==> config.mk <==
export PLATFORM = sky130hd
export DESIGN_NAME = keypad_latch_autorepeat
export DESIGN_NICKNAME = d
export VERILOG_FILES = /design/src/rtl/kla_pkg.sv /design/src/rtl/kla_regs.sv /design/src/rtl/kla_ctrl.sv /design/src/rtl/kla_dp.sv /design/src/rtl/keypad_latch_autorepeat.sv
export SDC_FILE = /design/constraint.sdc
export NUM_CORES = 1
export LEC_CHECK = 0
export ABC_AREA = 1
export BUFFER_PORTS_ARGS = -buffer_cell sky130_fd_sc_hd__buf_2
export CAP_MARGIN = 20
export CELL_PAD_IN_SITES_DETAIL_PLACEMENT = 1
export CELL_PAD_IN_SITES_GLOBAL_PLACEMENT = 2
export CORE_ASPECT_RATIO = 0.8
export CORE_MARGIN = 2
export CORE_UTILIZATION = 36
export CTS_CLUSTER_DIAMETER = 150
export DETAILED_ROUTE_END_ITERATION = 10
export PLACE_DENSITY = 0.77
export SKIP_CTS_REPAIR_TIMING = 1
export SYNTH_ARGS = -nofsm -noshare
export SYNTH_HDL_FRONTEND = slang
export SYNTH_SLANG_ARGS = --single-unit
==> constraint.sdc <==
create_clock -name clk -period 6.3 [get_ports clk]
set_input_delay 0.315 -clock clk [delete_from_list [all_inputs] [get_ports clk]]
set_output_delay 0.315 -clock clk [all_outputs]
set_load 0.02 [all_outputs]
==> src/rtl/kla_pkg.sv <==
// shared types and constants for the keypad latch and auto-repeat block
package kla_pkg;

  localparam int NumKeysDefault = 11;

  // item opcodes
  localparam logic [1:0] OP_SAMPLE = 2'd0;
  localparam logic [1:0] OP_POLL   = 2'd1;
  localparam logic [1:0] OP_CLEAR  = 2'd2;

  // register indexes
  localparam logic [1:0] REG_ALT_LAYOUT   = 2'd0;
  localparam logic [1:0] REG_ROTATED      = 2'd1;
  localparam logic [1:0] REG_FIRST_DELAY  = 2'd2;
  localparam logic [1:0] REG_REPEAT_DELAY = 2'd3;

  localparam logic [7:0] FIRST_DELAY_RESET  = 8'd30;
  localparam logic [7:0] REPEAT_DELAY_RESET = 8'd6;

  // half of the 8-bit tick circle, used for the wrap-safe due compare
  localparam logic [7:0] DUE_HALF = 8'h80;

  typedef struct packed {
    logic       alt_layout;
    logic       rotated;
    logic [7:0] first_delay;
    logic [7:0] repeat_delay;
  } cfg_t;

  typedef struct packed {
    logic sample;
    logic clear;
    logic start;
    logic step;
    logic emit;
  } dp_cmd_t;

  typedef struct packed {
    logic stop;
    logic last;
  } dp_stat_t;

endpackage

==> src/rtl/kla_regs.sv <==
// configuration register file behind the apb-style port
module kla_regs
  import kla_pkg::*;
(
  input  logic        clk,
  input  logic        rst,
  input  logic        psel,
  input  logic        penable,
  input  logic        pwrite,
  input  logic [3:0]  paddr,
  input  logic [31:0] pwdata,
  output logic [31:0] prdata,
  output logic        pready,
  output cfg_t        cfg
);

  logic       wr_en;
  logic [1:0] reg_idx;

  assign pready  = 1'b1;
  assign wr_en   = psel && penable && pwrite;
  assign reg_idx = paddr[3:2];

  always_ff @(posedge clk) begin
    if (rst) begin
      cfg.alt_layout   <= 1'b0;
      cfg.rotated      <= 1'b0;
      cfg.first_delay  <= FIRST_DELAY_RESET;
      cfg.repeat_delay <= REPEAT_DELAY_RESET;
    end else if (wr_en) begin
      case (reg_idx)
        REG_ALT_LAYOUT:   cfg.alt_layout   <= pwdata[0];
        REG_ROTATED:      cfg.rotated      <= pwdata[0];
        REG_FIRST_DELAY:  cfg.first_delay  <= pwdata[7:0];
        REG_REPEAT_DELAY: cfg.repeat_delay <= pwdata[7:0];
        default: ;
      endcase
    end
  end

  always_comb begin
    case (reg_idx)
      REG_ALT_LAYOUT:   prdata = {31'd0, cfg.alt_layout};
      REG_ROTATED:      prdata = {31'd0, cfg.rotated};
      REG_FIRST_DELAY:  prdata = {24'd0, cfg.first_delay};
      REG_REPEAT_DELAY: prdata = {24'd0, cfg.repeat_delay};
      default:          prdata = 32'd0;
    endcase
  end

endmodule

==> src/rtl/kla_ctrl.sv <==
// controller: item decode, key walk sequencing and result handshake
module kla_ctrl
  import kla_pkg::*;
(
  input  logic       clk,
  input  logic       rst,
  input  logic       in_valid,
  input  logic [1:0] opcode,
  output logic       in_stall,
  output logic       out_valid,
  input  logic       out_stall,
  input  dp_stat_t   stat,
  output dp_cmd_t    cmd
);

  typedef enum logic [2:0] {
    ST_IDLE = 3'b001,
    ST_WALK = 3'b010,
    ST_DONE = 3'b100
  } state_t;

  state_t state, state_next;
  logic   accept;

  assign in_stall = (state != ST_IDLE);
  assign accept   = (state == ST_IDLE) && in_valid;

  always_comb begin
    cmd.sample = accept && (opcode == OP_SAMPLE);
    cmd.clear  = accept && (opcode == OP_CLEAR);
    cmd.start  = accept && (opcode == OP_POLL);
    cmd.step   = (state == ST_WALK);
    cmd.emit   = (state == ST_DONE) && (!out_valid || !out_stall);
  end

  always_comb begin
    state_next = state;
    case (state)
      ST_IDLE: begin
        if (cmd.start) state_next = ST_WALK;
      end
      ST_WALK: begin
        if (stat.stop || stat.last) state_next = ST_DONE;
      end
      ST_DONE: begin
        if (cmd.emit) state_next = ST_IDLE;
      end
      default: state_next = ST_IDLE;
    endcase
  end

  always_ff @(posedge clk) begin
    if (rst) begin
      state     <= ST_IDLE;
      out_valid <= 1'b0;
    end else begin
      state     <= state_next;
      out_valid <= cmd.emit || (out_valid && out_stall);
    end
  end

`ifndef SYNTHESIS
  // a new result word only ever follows the done state
  a_result_from_done: assert property (@(posedge clk) disable iff (rst)
    $rose(out_valid) |-> $past(state) == ST_DONE)
    else $error("result word raised outside done state");

  // the input side reopens only after a result has been loaded
  a_reopen_after_emit: assert property (@(posedge clk) disable iff (rst)
    $fell(in_stall) |-> $past(cmd.emit))
    else $error("input reopened without emitting a result");

  // a poll item always enters the key walk
  a_poll_walks: assert property (@(posedge clk) disable iff (rst)
    cmd.start |=> state == ST_WALK)
    else $error("poll item did not start the walk");
`endif

endmodule

==> src/rtl/kla_dp.sv <==
// datapath: scan remap, key latches, repeat timers and result registers
module kla_dp
  import kla_pkg::*;
#(
  parameter int NUM_KEYS = NumKeysDefault
) (
  input  logic        clk,
  input  logic        rst,
  input  dp_cmd_t     cmd,
  output dp_stat_t    stat,
  input  cfg_t        cfg,
  input  logic [15:0] raw_keys,
  input  logic [7:0]  tick,
  output logic [15:0] pressed_mask,
  output logic [15:0] held_mask,
  output logic [15:0] released_mask
);

  localparam int IdxW = (NUM_KEYS > 1) ? $clog2(NUM_KEYS) : 1;
  localparam logic [IdxW-1:0] LastIdx = IdxW'(NUM_KEYS - 1);

  function automatic logic [15:0] remap_scan(input logic [15:0] k, input cfg_t c);
    logic [15:0] r;
    if (k != 16'd0 && c.alt_layout) begin
      r = ((k & 16'h0800) >> 8) | ((k & 16'h0400) >> 8) |
          ((k & 16'h0100) << 4) | ((k & 16'h0080) >> 2) |
          ((k & 16'h0040) >> 5) | ((k & 16'h0010) << 4) |
          ((k & 16'h0008) << 1) | ((k & 16'h0004) << 4) |
          ((k & 16'h0001) << 7);
    end else if (!c.rotated) begin
      r = ((k & 16'h0E00) >> 5) | ((k & 16'h0100) >> 1) |
          (k & 16'h0002) | ((k & 16'h000C) << 6) |
          ((k & 16'h00C0) >> 4) | ((k & 16'h0030) << 9);
    end else begin
      r = k;
    end
    return r;
  endfunction

  logic [15:0]     down_latch, repress_latch, release_latch, held_bits;
  logic [7:0]      due_tick [NUM_KEYS];
  logic [IdxW-1:0] idx;
  logic [7:0]      tick_q;
  logic [15:0]     pressed_acc;

  logic [15:0] scan;
  logic [3:0]  key;
  logic [15:0] key_mask;
  logic        k_down, k_rep, k_rel, k_held;
  logic [7:0]  due_diff;
  logic        not_due;
  logic        held_clr, held_set, press, wr_first, wr_repeat, stop;

  assign scan     = remap_scan(raw_keys, cfg);
  assign key      = 4'(idx) + 4'd1;
  assign key_mask = 16'd1 << key;
  assign k_down   = down_latch[key];
  assign k_rep    = repress_latch[key];
  assign k_rel    = release_latch[key];
  assign k_held   = held_bits[key];
  assign due_diff = 8'(due_tick[idx] - tick_q);
  assign not_due  = (due_diff < DUE_HALF);

  // one key per cycle; stop marks the key the walk acts on
  always_comb begin
    held_clr  = 1'b0;
    held_set  = 1'b0;
    press     = 1'b0;
    wr_first  = 1'b0;
    wr_repeat = 1'b0;
    stop      = 1'b1;
    if (!k_down) begin
      held_clr = 1'b1;
      stop     = 1'b0;
    end else if (k_rep) begin
      press    = 1'b1;
      held_set = 1'b1;
      wr_first = 1'b1;
    end else if (k_held) begin
      held_clr = k_rel;
      if (not_due) begin
        stop = 1'b0;
      end else if (!k_rel) begin
        press     = 1'b1;
        wr_repeat = 1'b1;
      end
    end else if (!k_rel) begin
      press    = 1'b1;
      held_set = 1'b1;
      wr_first = 1'b1;
    end
  end

  assign stat.stop = stop;
  assign stat.last = (idx == LastIdx);

  always_ff @(posedge clk) begin
    if (rst) begin
      down_latch    <= 16'd0;
      repress_latch <= 16'd0;
      release_latch <= 16'd0;
      held_bits     <= 16'd0;
      idx           <= '0;
      for (int i = 0; i < NUM_KEYS; i++) begin
        due_tick[i] <= 8'd0;
      end
    end else begin
      if (cmd.sample) begin
        down_latch    <= down_latch | scan;
        repress_latch <= repress_latch | (scan & release_latch);
        release_latch <= release_latch | (held_bits & ~scan);
      end
      if (cmd.clear || cmd.emit) begin
        down_latch    <= 16'd0;
        repress_latch <= 16'd0;
        release_latch <= 16'd0;
      end
      if (cmd.start) begin
        idx <= '0;
      end
      if (cmd.step) begin
        if (held_clr) held_bits <= held_bits & ~key_mask;
        if (held_set) held_bits <= held_bits | key_mask;
        if (wr_first) due_tick[idx] <= 8'(tick_q + cfg.first_delay);
        if (wr_repeat) due_tick[idx] <= 8'(tick_q + cfg.repeat_delay);
        if (!stat.last) idx <= idx + 1'b1;
      end
    end
  end

  always_ff @(posedge clk) begin
    if (cmd.start) begin
      tick_q      <= tick;
      pressed_acc <= 16'd0;
    end else if (cmd.step && press) begin
      pressed_acc <= pressed_acc | key_mask;
    end
    if (cmd.emit) begin
      pressed_mask  <= pressed_acc;
      held_mask     <= held_bits;
      released_mask <= release_latch;
    end
  end

`ifndef SYNTHESIS
  // the latches the walk reads stay put while it runs
  a_latches_stable: assert property (@(posedge clk) disable iff (rst)
    cmd.step |=> $stable(down_latch) && $stable(repress_latch) && $stable(release_latch))
    else $error("key latches changed during the walk");
`endif

endmodule

==> src/rtl/keypad_latch_autorepeat.sv <==
// keypad front end: latches remapped scans and reports presses with auto-repeat
// sample and clear words complete in the cycle they are accepted and give no result
// poll words: the walk steps through the keys up to the first key acted on or the last key,
//   then the result is loaded in the done state once the output side can take it
// throughput: one sample or clear word per cycle; a poll holds the input for the walk
//   and result load, stepping the due_tick timer file one key per cycle
// synchronous active-high reset clears latches, held bits, timers and valids, resets cfg
module keypad_latch_autorepeat
  import kla_pkg::*;
#(
  parameter int NUM_KEYS = NumKeysDefault
) (
  input  logic        clk,
  input  logic        rst,
  // configuration port
  input  logic        psel,
  input  logic        penable,
  input  logic        pwrite,
  input  logic [3:0]  paddr,
  input  logic [31:0] pwdata,
  output logic [31:0] prdata,
  output logic        pready,
  // input words
  input  logic        in_valid,
  output logic        in_stall,
  input  logic [1:0]  opcode,
  input  logic [15:0] raw_keys,
  input  logic [7:0]  tick,
  // result words
  output logic        out_valid,
  input  logic        out_stall,
  output logic [15:0] pressed_mask,
  output logic [15:0] held_mask,
  output logic [15:0] released_mask
);

  cfg_t     cfg;
  dp_cmd_t  cmd;
  dp_stat_t stat;

  // layout select and repeat delays
  kla_regs u_regs (
    .clk     (clk),
    .rst     (rst),
    .psel    (psel),
    .penable (penable),
    .pwrite  (pwrite),
    .paddr   (paddr),
    .pwdata  (pwdata),
    .prdata  (prdata),
    .pready  (pready),
    .cfg     (cfg)
  );

  // sequencer: decodes opcodes, runs the key walk, owns out_valid
  // the input side is held off only while a poll walks or waits to hand off its result,
  // so sample words keep flowing while an earlier result word is still pending
  kla_ctrl u_ctrl (
    .clk       (clk),
    .rst       (rst),
    .in_valid  (in_valid),
    .opcode    (opcode),
    .in_stall  (in_stall),
    .out_valid (out_valid),
    .out_stall (out_stall),
    .stat      (stat),
    .cmd       (cmd)
  );

  // latches, held bits, per-key due ticks and the result register
  kla_dp #(
    .NUM_KEYS (NUM_KEYS)
  ) u_dp (
    .clk           (clk),
    .rst           (rst),
    .cmd           (cmd),
    .stat          (stat),
    .cfg           (cfg),
    .raw_keys      (raw_keys),
    .tick          (tick),
    .pressed_mask  (pressed_mask),
    .held_mask     (held_mask),
    .released_mask (released_mask)
  );

endmodule
# --- After elaboration in Yosys (flattened, before gate mapping) ---
# Memories as Yosys holds them, arrays and structs flattened. A register that Yosys moved wholly into a read port is not among the register bits.
# Index checks and enable logic that the tools add are counted.
totals:
  regBits: 162
  latchBits: 0
  mem_bits_rw: 88
  mem_bits_ro: 0
  in_bits: 69
  output_inout_bits: 83
  word_cells: 142
  memories: 1
op_classes:
  addsub: 4
  n_mul: 0
  div_mod_pow: 0
  n_lt_le_gt_ge: 2
  n_eq_ne: 13
  shifts: 1
  n_mux: 53
  n_bitwise: 24
  n_reduce_logical: 28
memory_table:
  columns: ["memory", "words", "width", "read_ports", "rd_ports_with_merged_regs", "wr", "line", "source"]
  rows:
  - ["u_dp.due_tick", 11, 8, 1, 1, 11, "kla_dp.sv:41", "logic [7:0] due_tick [NUM_KEYS];"]
ops:
  columns: ["operator", "n"]
  rows:
  - ["$pmux 32 s4", 1]
  - ["$or 16x16->16", 5]
  - ["$mux 16", 4]
  - ["$and 16x16->16", 3]
  - ["$mux 1", 33]
  - ["$not 16->16", 2]
  - ["$or 16x2->16", 2]
  - ["$mux 4", 5]
  - ["$add 8x8->8", 2]
  - ["$bmux 1 s4", 4]
  - ["$mux 8", 2]
  - ["$or 16x10->16", 1]
  - ["$or 16x13->16", 1]
  - ["$or 16x15->16", 1]
  - ["$or 16x4->16", 1]
  - ["$or 16x5->16", 1]
  - ["$or 16x6->16", 1]
  - ["$or 16x7->16", 1]
  - ["$or 16x8->16", 1]
  - ["$or 16x9->16", 1]
  - ["$reduce_bool 16->1", 1]
  - ["$shl 1x4->16 const A", 1]
  - ["$logic_and 1x1->1", 10]
  - ["$reduce_and 2->1", 5]
  - ["25 further kinds", 36]

# --- Longest topological paths before layout ---
# Gate-level depths: netlist (run 1).
depth:
  word_depth: 15
  mapped_depth: 36
  mapped_depth_nobuf: 33

# --- Hierarchy ---
# Synthesis (run 1) repeated with hierarchy kept, for this count alone.
hier_totals:
  cells_unflattened: 1477
  hier_area_um2: 13422.9
modules_own_cells:
  columns: ["module", "instances", "cells_per_inst", "area_per_inst_um2", "seq_area_each_um2"]
  rows:
  - ["kla_dp", 1, 1289, 12061.6, 7126.8]
  - ["kla_regs", 1, 150, 1094.8, 360.3]
  - ["kla_ctrl", 1, 38, 266.5, 80.1]

# --- Least setup slack after synthesis (run 1) ---
# No wires, ideal clock.
synth_path:
  kind: "register to register"
  start: "register u_dp.idx[0]"
  end: "memory u_dp.due_tick[5][6], data pin"
  setup_time_ns: 0.147
  arrival_ns: 4.748
  required_ns: 6.153
  path_slack_ns: 1.405
  path_stages_with_launch: 32
  path_buffers: 5
  period_less_slack_ns: 4.895
  cell_sequence: "dfxtp_1 -> buf_2 -> buf_6 -> buf_2 -> clkbuf_1 -> o21ai_0 -> o22ai_1 -> nand2_1 -> nand4_1 -> ha_1 -> a21oi_1 -> nor2_1 -> a211oi_1 -> nand3_1 -> nand3_4 -> clkbuf_1 -> nand2_1 -> o21ai_0 -> ha_1 -> inv_1 -> fa_1 -> nor2_1 -> o21ai_0 -> nand2_1 -> a21oi_1 -> nor2_1 -> nor2_1 -> xnor2_1 -> inv_1 -> nor2_1 -> inv_1 -> nor2_1"
synth_rtl:
  columns: ["item", "line", "source"]
  rows:
  - ["start, declared", "kla_dp.sv:42", "logic [IdxW-1:0] idx;"]
  - ["start signal, assigned", "kla_dp.sv:126", "if (!stat.last) idx <= idx + 1'b1;"]
  - ["end, declared", "kla_dp.sv:41", null]

==> results of run 1 <==
==> how the worst max path moves through the flow <==
stage	to	startpoint	slack, ns
after floorplan	u_dp.due_tick[5][6]$_SDFFCE_PN0P_	u_dp.idx[0]$_SDFF_PP0_	1.41
after global placement	u_dp.due_tick[5][7]$_SDFFCE_PN0P_	u_dp.idx[1]$_SDFF_PP0_	0.89
after detailed placement	u_dp.due_tick[5][7]$_SDFFCE_PN0P_	u_dp.idx[1]$_SDFF_PP0_	0.66
after CTS	u_dp.due_tick[8][7]$_SDFFCE_PN0P_	u_dp.idx[1]$_SDFF_PP0_	0.61
after global routing	u_dp.due_tick[8][7]$_SDFFCE_PN0P_	u_dp.idx[0]$_SDFF_PP0_	0.11
final	u_dp.due_tick[8][7]$_SDFFCE_PN0P_	u_dp.idx[1]$_SDFF_PP0_	0.70
==> registers in the layout, indices dropped and copies added, names as in the netlist, named ones only <==
signal / cells
u_dp.held_mask: 16
u_dp.down_latch: 16
u_dp.release_latch: 16
u_ctrl.out_valid: 1
u_dp.repress_latch: 16
u_dp.pressed_mask: 16
u_dp.idx: 4
u_regs.cfg: 18
u_dp.due_tick: 128
u_dp.pressed_acc: 16
u_dp.released_mask: 16
u_dp.tick_q: 8
u_ctrl.state: 3
==> routing by layer <==
| metal | global-route usage | up-vias | share of wire | wire length, um |
|---|---|---|---|---|
| li1 | - | 5137 | - | - |
| met1 | 0.328 | 5228 | 0.52 | 20900 |
| met2 | 0.314 | 219 | 0.42 | 17200 |
| met3 | 0.0313 | 45 | 0.046 | 1870 |
| met4 | 0.0377 | 0 | 0.016 | 644 |
| met5 | 0 | - | 0 | 0 |
==> cell families after synthesis <==
kind of cell | after synthesis | synth area share
buffers and inverters | 273 | 0.0886
flip-flops | 290 | 0.575
adder cells (fa/ha/maj) | 20 | 0.0196
other | 2 | 0.000571
AND/OR/NAND/NOR | 569 | 0.185
AO/OA/AOI/OAI | 310 | 0.128
XOR/XNOR | 4 | 0.00323
==> metrics by stage <==
step	util	total power, mW	worst slack [ns]	hold slack [ns]	std cells
after global placement	0.397	2.26	0.887	0.417	2027
after detailed placement	0.397	2.27	0.659	0.416	2027
after CTS	0.425	4.05	0.614	-0.116	2084
final	0.428	4.03	0.699	0.0604	2096
after floorplan	-	2.20	1.41	0.393	1491
after global routing	0.428	4.15	0.113	0.0602	2096
==> power by group <==
group          internal (mW)  switching [mW]
clock                   1.02           0.773
sequential              2.02          0.0106
combinational         0.0577           0.140
==> final cells by class <==
type	count	area, um2	share of cell area
flip-flops and latches	290	7570	0.492
multi-input cells	928	4550	0.295
repair buffers	156	1000	0.0650
clock buffers	42	888	0.0577
inverters	185	697	0.0452
well taps	480	601	0.0390
clock inverters	15	96.3	0.00626
==> cells in the final DEF (no fill, tap or decap), drive strengths merged <==
| cell type | synthesis | layout |
|---|---|---|
| a211oi | 5 | 5 |
| a21oi | 128 | 128 |
| a31oi | 1 | 1 |
| buf | 51 | 144 |
| bufinv | 0 | 1 |
| clkbuf | 37 | 42 |
| clkinv | 1 | 14 |
| clkinvlp | 0 | 1 |
| conb | 2 | 25 |
| dfxtp | 114 | 114 |
| dlygate4sd3 | 0 | 12 |
| edfxtp | 176 | 176 |
| fa | 1 | 1 |
| ha | 19 | 19 |
| inv | 184 | 184 |
| nand2 | 247 | 247 |
| nand3 | 92 | 92 |
| nand3b | 2 | 2 |
| nand4 | 11 | 11 |
| nor2 | 188 | 188 |
| nor3 | 23 | 23 |
| nor4 | 5 | 5 |
| o2111ai | 2 | 2 |
| o211ai | 17 | 17 |
| o21ai | 119 | 119 |
| o21ba | 5 | 5 |
| o21bai | 2 | 2 |
| o221ai | 1 | 1 |
| o22ai | 30 | 30 |
| or2 | 1 | 1 |
| xnor2 | 1 | 1 |
| xor2 | 3 | 3 |
==> worst reg2reg max path, delay by kind of cell, from the launching register on <==
kind            cells  cell delay (ns)
buf+inv             7             1.57
flops               1             0.33
simple gates       17             1.85
fa+ha+maj           2             0.52
compound gates      6             1.18
==> flow_summary.yaml, run 1 <==
global_routing:
  grt_pass1_vias: 10500
  grt_pass1_wl_um: 62200
  grt_max_degree: 96
  antenna_found_initial: 0
  grtUsageTotal: 0.212
  grt_overflow: 0
die:
  num_rows: 62
  ios: 152
  fp.dieW_um: 218
  die_area_um2: 38100
  coreArea_um2: 36000
  die_h_um: 175
  initial_core_util: 0.366
clock_network:
  cts_tree: "yes"
  path_clk_slew_ns: 0.06
  htree_levels: 1
  cts_buffers: 31
  cts_root_buf: "clkbuf_16"
  clock_latency_ns: 0.58
  clock_sink_count: 290
  clockBufferDepth: 3
run:
  maxCapViolCount: 0
timing:
  skew_ns: 0.0247
  tns_ns: 0
  finalCritPeriodShare: 0.889
  worstMarginPinSlew_ns: 0.879
  period_needed_ns: 5.60
  grt_setup_unrepaired: "no"
  fmax_mhz: 179
  setup_violations: 0
  hold_violations: 0
  slew_viol_final: 0
  relSlewSlack: 0.412
critical_path:
  cp_common_cell: "nand2_1"
  critPathRequiredTime_ns: 6.71
  ff2ff_setup_slack_ns: 0.70
  crit_slowest_cell: "o21ai_0"
  critPathMaxFanout: 13
  cpLargestDelayFamily: "simple AND/OR/NAND/NOR gates"
  max_stage_delay_ns: 0.39
  critPathBufInv: 7
  path_class: "reg -> reg"
  r2r_start: "u_dp.idx[1]$_SDFF_PP0_"
  crit_cells: 32
  startpoint_type: "flip-flop"
  reg2reg_to: "u_dp.due_tick[8][7]$_SDFFCE_PN0P_"
  rr_worst_depth: 32
  end_kind: "flip-flop"
  cp.arrival_ns: 6.01
hold_path:
  min_path_cells: 3
  hold_path_end: "u_regs.cfg[8]$_SDFFE_PP0P_"
  worstHoldStart: "pwdata[0]"
  hold_class: "in -> reg"
route:
  drt_wl_total_um: 40500
  first_iter_violations: 737
  wl_per_cell_um: 19.3
  dr_total_vias: 10600
  routed_via_density: 5.07
  ant_nets: 0
  drc: 0
  firstDrtPassIters: 5
finish:
  nets: 1681
  fillers: 4269
  drive_above_1_share: 0.144
  diodes: 0
  syn_to_final_growth_pct: 17.0
  final_area_um2: 15400
placed_design:
  place.gp.congestion: 0.836
  numPortBuffers: 100
  placed_area_um2: 14300
  dp.final_hpwl_um: 28800
yosys:
  synthCells: 1468
  yosysMostFrequentCell: "nand2_1"
  synth-seq-cells: 290
  synthesis.area_um2: 13200
  synth.top_cell.area_share: 0.402
  yosysWarnings: 0
  synthTopCellsByCount: "nand2_1 (240), nor2_1 (184), edfxtp_1 (176), inv_1 (173), a21oi_1 (128)"
  yosys-top-cells-area: "edfxtp_1 (40%), dfxtp_1 (17%), nand2_1 (6.8%)"
  yosys.area.top_type: "edfxtp_1"
  synth_ff_type: "edfxtp_1"
  async_flop_share: 0
  synth_edf_count: 176
  synth-seq-area-share: 0.575
  avgSynthCellArea_um2: 8.96
  synth.distinct_cells: 45
power_and_ir_drop:
  peakVddDrop_mv: 0.159
  p_leak_nw: 5.98
  power-per-cell-area_nw_per_um2: 261
status:
  status: "completed"
(Power assumes the default switching activity.)
==> inputs of run 2 (changes only) <==
- clock period: 6.3 -> 5.9 ns (I/O delays scaled with it)
==> run 2 against run 1 <==
  * Setup slack got worse by 0.12 ns
  * Largest power group unchanged
  * First-iteration DRC count unchanged
  * Sequential cell count unchanged
  * Clock power increased by 15%
  * Die area unchanged
  * Utilization increased by 0.18 points
  * Routed wire length decreased by 0.93%
  * Count of clock-buffer cells in the layout increased by 3
  * Non-clock buffer count decreased by 10
  * Final cell count decreased by 0.48%
  * Critical path type unchanged
  * Sequential share of layout area decreased by 0.21 points
==> flow_summary.yaml, run 2 (synthesized netlist as in run 1, its figures left out) <==
global_routing:
  grtUsageTotal: 0.210
  grt_pass1_wl_um: 61900
  grt_overflow: 0
  grt_pass1_vias: 10600
  antenna_found_initial: 0
  grt_max_degree: 90
placed_design:
  numPortBuffers: 100
  place.gp.congestion: 0.829
  dp.cells: 2016
  dp.final_hpwl_um: 28200
die:
  fp.dieW_um: 218
  initial_core_util: 0.366
  die_area_um2: 38100
  coreArea_um2: 36000
  ios: 152
  num_rows: 62
  die_h_um: 175
route:
  drt_wl_total_um: 40200
  firstDrtPassIters: 5
  wl_per_cell_um: 19.3
  dr_total_vias: 10700
  first_iter_violations: 737
  routed_via_density: 5.11
  drc: 0
  ant_nets: 0
critical_path:
  startpoint_type: "flip-flop"
  r2r_start: "u_dp.idx[0]$_SDFF_PP0_"
  cpLargestDelayFamily: "simple AND/OR/NAND/NOR gates"
  max_stage_delay_ns: 0.45
  end_kind: "flip-flop"
  critPathMaxFanout: 28
  reg2reg_to: "u_dp.due_tick[7][7]$_SDFFCE_PN0P_"
  cp.arrival_ns: 5.61
  critPathRequiredTime_ns: 6.19
  crit_cells: 30
  path_class: "reg -> reg"
  critPathBufInv: 5
  crit_slowest_cell: "inv_1"
  rr_worst_depth: 30
  ff2ff_setup_slack_ns: 0.58
  cp_common_cell: "nand2_1"
timing:
  fin_hold_ws_ns: 0.0281
  hold_violations: 0
  fmax_mhz: 188
  setup_violations: 0
  period_needed_ns: 5.32
  relSlewSlack: 0.339
  slew_viol_final: 0
  worstMarginPinSlew_ns: 0.988
  tns_ns: 0
  skew_ns: 0.0270
  grt_setup_unrepaired: "no"
  finalCritPeriodShare: 0.901
clock_network:
  htree_levels: 1
  clock_latency_ns: 0.58
  cts_tree: "yes"
  clockBufferDepth: 3
  cts_buffers: 31
  path_clk_slew_ns: 0.06
  clock_sink_count: 290
  cts_root_buf: "clkbuf_16"
finish:
  largest_reg_flops: 128
  register_area_um2: 7570
  multi_input_area_um2: 4560
  top_register: "u_dp.due_tick"
  nets: 1671
  fillers: 4246
  syn_to_final_growth_pct: 17.5
  drive_above_1_share: 0.142
  reg_top3: "u_dp.due_tick (128), u_regs.cfg (18)"
  layout.cells.non_filler: 2086
  diodes: 0
  final_cell_mix: "nand2_1 (239), nor2_1 (182), edfxtp_1 (176)"
  layout_commonest_cell: "nand2_1"
power_and_ir_drop:
  peakVddDrop_mv: 0.167
  power_switching_share: 0.219
  p_leak_nw: 6.00
  power-per-cell-area_nw_per_um2: 287
  internal_power_mw: 3.46
  pwr-share-seq: 0.490
  p_comb_frac: 0.047
  switchingPower_mw: 0.972
  p_clk_frac: 0.462
run:
  maxCapViolCount: 0
hold_path:
  min_path_cells: 3
  hold_class: "in -> reg"
  worstHoldStart: "pwdata[0]"
  hold_path_end: "u_regs.cfg[8]$_SDFFE_PP0P_"
status:
  status: "completed"
## run 2: worst min-delay path, cell delays in order
cell and delay, ns:
buf_2 0.13, nor2_1 0.05, nor2_1 0.09
## run 2: cell type report
| cell class | instances | share of cell area |
|---|---|---|
| clock buffers | 45 | 0.0588 |
| clock inverters | 12 | 0.0104 |
| inverters | 185 | 0.0452 |
| multi-input cells | 928 | 0.295 |
| flip-flops and latches | 290 | 0.489 |
| well taps | 480 | 0.0388 |
| repair buffers | 146 | 0.0623 |
## run 2: power by group through the flow
stage	Clock, mW	Combinational, mW	Sequential (mW)
2_1_floorplan	0	0.140	2.21
3_3_place_gp	0	0.197	2.22
3_5_place_dp	0	0.201	2.22
4_1_cts	2.09	0.202	2.17
5_1_grt	2.16	0.233	2.17
6_report	2.05	0.210	2.17
## run 2: layer usage
layer / up-vias / GRT usage / part of all wire
met2: 241 / 0.304 / 0.42
met5: - / 0 / 0
met1: 5264 / 0.326 / 0.51
met4: 0 / 0.0456 / 0.019
li1: 5110 / - / -
met3: 54 / 0.0339 / 0.055
## run 2: how the worst max path moves through the flow
stage	from	to	slack, ns
after floorplan	u_dp.idx[0]$_SDFF_PP0_	u_dp.due_tick[5][6]$_SDFFCE_PN0P_	1.01
after global placement	u_dp.idx[0]$_SDFF_PP0_	u_dp.due_tick[5][7]$_SDFFCE_PN0P_	0.28
after detailed placement	u_dp.idx[0]$_SDFF_PP0_	u_dp.due_tick[6][7]$_SDFFCE_PN0P_	0.17
after CTS	u_dp.idx[0]$_SDFF_PP0_	u_dp.due_tick[6][7]$_SDFFCE_PN0P_	0.11
after global routing	u_dp.idx[0]$_SDFF_PP0_	u_dp.due_tick[8][7]$_SDFFCE_PN0P_	0.05
final	u_dp.idx[0]$_SDFF_PP0_	u_dp.due_tick[7][7]$_SDFFCE_PN0P_	0.58
## run 2: stage by stage
step           worst slack [ns]  utilization  instance area (um2)  power [mW]
2_1_floorplan              1.01            -                13200        2.35
3_3_place_gp              0.275        0.395                14200        2.41
3_5_place_dp              0.171        0.395                14200        2.42
4_1_cts                   0.111        0.425                15300        4.46
5_1_grt                  0.0528        0.430                15500        4.57
6_report                  0.582        0.430                15500        4.43
==> inputs of run 3 (changes only) <==
- ABC_AREA: 1 -> 0
- CORE_MARGIN: 2 -> unset
- CORE_UTILIZATION: 36 -> 40
- PLACE_DENSITY: 0.77 -> 0.78
==> run 3 against run 2 <==
  * The run now ends with hold timing left
  * Count of clock-buffer cells in the layout down 1
  * Sequential share of layout area down 1.1 points
  * Fmax down 9.4%
  * Utilization up 6.7 points
  * Critical path depth down 8
  * Sequential power about the same
  * Global-route usage up 1.4 points
  * Routed wire length down 5.8%
  * Register-to-register slack worse by 0.55 ns
  * Worst hold slack worse by 0.046 ns
  * Setup slack worse by 0.55 ns
  * Via count down 13%
  * Critical path type unchanged
  * Critical endpoint is now u_dp.due_tick[12][7]$_DFFE_PP_
  * Largest power group unchanged
==> flow_summary.yaml, run 3 <==
route:
  wl_per_cell_um: 22.7
  ant_nets: 0
  drt_wl_total_um: 37800
  firstDrtPassIters: 5
  drc: 0
  dr_total_vias: 9253
  routed_via_density: 5.56
  first_iter_violations: 674
timing:
  period_needed_ns: 5.87
  relSlewSlack: 0.315
  slew_viol_final: 0
  hold_violations: 4
  fmax_mhz: 170
  worstMarginPinSlew_ns: 1.02
  setup_violations: 0
  fin_hold_ws_ns: -0.0178
  skew_ns: 0.0133
  finalCritPeriodShare: 0.995
critical_path:
  max_stage_delay_ns: 0.56
  critPathBufInv: 4
  ff2ff_setup_slack_ns: 0.03
  cpLargestDelayFamily: "multiplexers"
  startpoint: "u_dp.idx[0]$_SDFF_PP0_"
  critPathRequiredTime_ns: 6.19
  crit_slowest_cell: "mux4_2"
  cp.arrival_ns: 6.16
  end_kind: "flip-flop"
  path_class: "reg -> reg"
  cp_cell_sequence: "buf_12 -> mux4_2 -> mux4_2 -> ha_4 -> nand4_1 -> buf_4 -> nor2_1 -> nor3_1 -> nand4_1 -> xnor2_2 -> or2_4 -> mux2_2 -> ha_4 -> a21o_1 -> a21oi_2 -> o21ai_2 -> o31ai_2 -> xor2_1 -> xor2_1 -> o22a_2 -> buf_12 -> clkinvlp_4"
  critPathMaxFanout: 7
  r2r_start: "u_dp.idx[0]$_SDFF_PP0_"
  startpoint_type: "flip-flop"
yosys:
  synth_compound_area_frac: 0.0579
  synth-seq-area-share: 0.576
  synth_top_family_by_area: "multiplexers"
  yosys.area.top_type: "edfxtp_1"
  synthCells: 1063
  synth-seq-cells: 290
  yosysWarnings: 0
  synthesis.area_um2: 13100
  async_flop_share: 0
  synth_xor_xnor_area_share: 0.0107
  avgSynthCellArea_um2: 12.4
  synth_fa_ha_area_frac: 0.0196
  yosys-top-cells-area: "edfxtp_1 (40%), dfxtp_1 (17%), mux4_2 (7.9%)"
  synthTopCellsByCount: "edfxtp_1 (176), nor2_1 (125), dfxtp_1 (114), mux2i_1 (70), nand2_1 (68)"
  synth.top_cell.area_share: 0.402
  yosys.area_share.simple: 0.135
  synth.distinct_cells: 66
  synth_ff_type: "edfxtp_1"
  yosysMostFrequentCell: "edfxtp_1"
  synth_edf_count: 176
  synth_mux_area_frac: 0.152
finish:
  largest_reg_flops: 128
  nets: 1308
  final_cell_mix: "edfxtp_1 (176), nor2_1 (125), dfxtp_1 (112)"
  reg_top3: "u_dp.due_tick (128), u_regs.cfg (18)"
  fin_util: 0.497
  drive_above_1_share: 0.281
  diodes: 0
  syn_to_final_growth_pct: 20.4
  layout_commonest_cell: "edfxtp_1"
  layout.cells.non_filler: 1663
  top_register: "u_dp.due_tick"
placed_design:
  numPortBuffers: 100
  dp.final_hpwl_um: 26500
  dp.cells: 1569
  place.gp.congestion: 0.826
status:
  status: "complete, but fails checks"
  violations: "hold timing"
clock_network:
  clock_sink_count: 290
  cts_root_buf: "clkbuf_16"
  cts_buffers: 30
  clockBufferDepth: 3
  cts_tree: "yes"
  path_clk_slew_ns: 0.07
  clock_latency_ns: 0.57
  htree_levels: 1
die:
  initial_core_util: 0.412
  ios: 152
  coreArea_um2: 31900
  die_area_um2: 33600
  die_h_um: 164
  num_rows: 58
  fp.dieW_um: 205
power_and_ir_drop:
  p_leak_nw: 5.82
  power-per-cell-area_nw_per_um2: 272
  peakVddDrop_mv: 0.201
global_routing:
  grt_pass1_wl_um: 56700
  grt_pass1_vias: 9144
  grt_overflow: 0
  grt_max_degree: 50
  antenna_found_initial: 0
  grtUsageTotal: 0.224
hold_path:
  hold_class: "in -> reg"
  worstHoldStart: "pwdata[5]"
run:
  maxCapViolCount: 0
## run 3: final timing paths
check        cells past startpoint                             end
max                             22  u_dp.due_tick[12][7]$_DFFE_PP_
min                              3      u_regs.cfg[5]$_SDFFE_PP0P_
max reg2reg                     22  u_dp.due_tick[12][7]$_DFFE_PP_
min reg2reg                      0  u_dp.pressed_mask[3]$_DFFE_PP_
## run 3: kinds of logic (layout without fill, tap and decap cells)
logic type,count (synthesis),count (layout)
flip-flops,290,290
XOR/XNOR,13,13
other,2,25
AO/OA/AOI/OAI,122,122
AND/OR/NAND/NOR,362,362
adder cells (fa/ha/maj),20,20
multiplexers,131,131
buffers and inverters,123,280
## run 3: final cells by class
type,count,area (um2)
timing repair buffer,196,1410
clock buffer,44,878
multi-input combinational,673,5210
sequential,290,7570
clock inverter,12,121
inverter,28,109
tap,420,526
fill,3348,16000
## run 3: layer usage
layer / vias to the layer above / routed length [um] / share of wire / GRT usage
li1: 4196 / - / - / -
met1: 4720 / 18400 / 0.49 / 0.342
met2: 285 / 16400 / 0.43 / 0.326
met3: 52 / 2250 / 0.060 / 0.0409
met4: 0 / 767 / 0.020 / 0.0526
met5: - / 0 / 0 / 0
## run 3: tightest hold or removal path, cell delays in order
cell and delay (ns):
buf_2 0.09, mux2i_1 0.06, nor2_1 0.07
## run 3: per-stage QoR
step                      power [mW]  cell area, um2  TNS, ns  worst slack [ns]
after CTS                       4.30           15300    -3.11            -0.219
after floorplan                 2.33           13200        0            0.0293
after global placement          2.39           14300  -0.0697          -0.00958
after detailed placement        2.39           14300    -1.29            -0.119
final                           4.30           15800        0            0.0293
after global routing            4.41           15800    -2.41            -0.136
## run 3: power by group
group / switching (mW) / internal [mW] / total [mW]
registers: 0.0116 / 2.16 / 2.17
logic: 0.130 / 0.0728 / 0.203
clock network: 0.814 / 1.12 / 1.93
total: 0.956 / 3.35 / 4.30
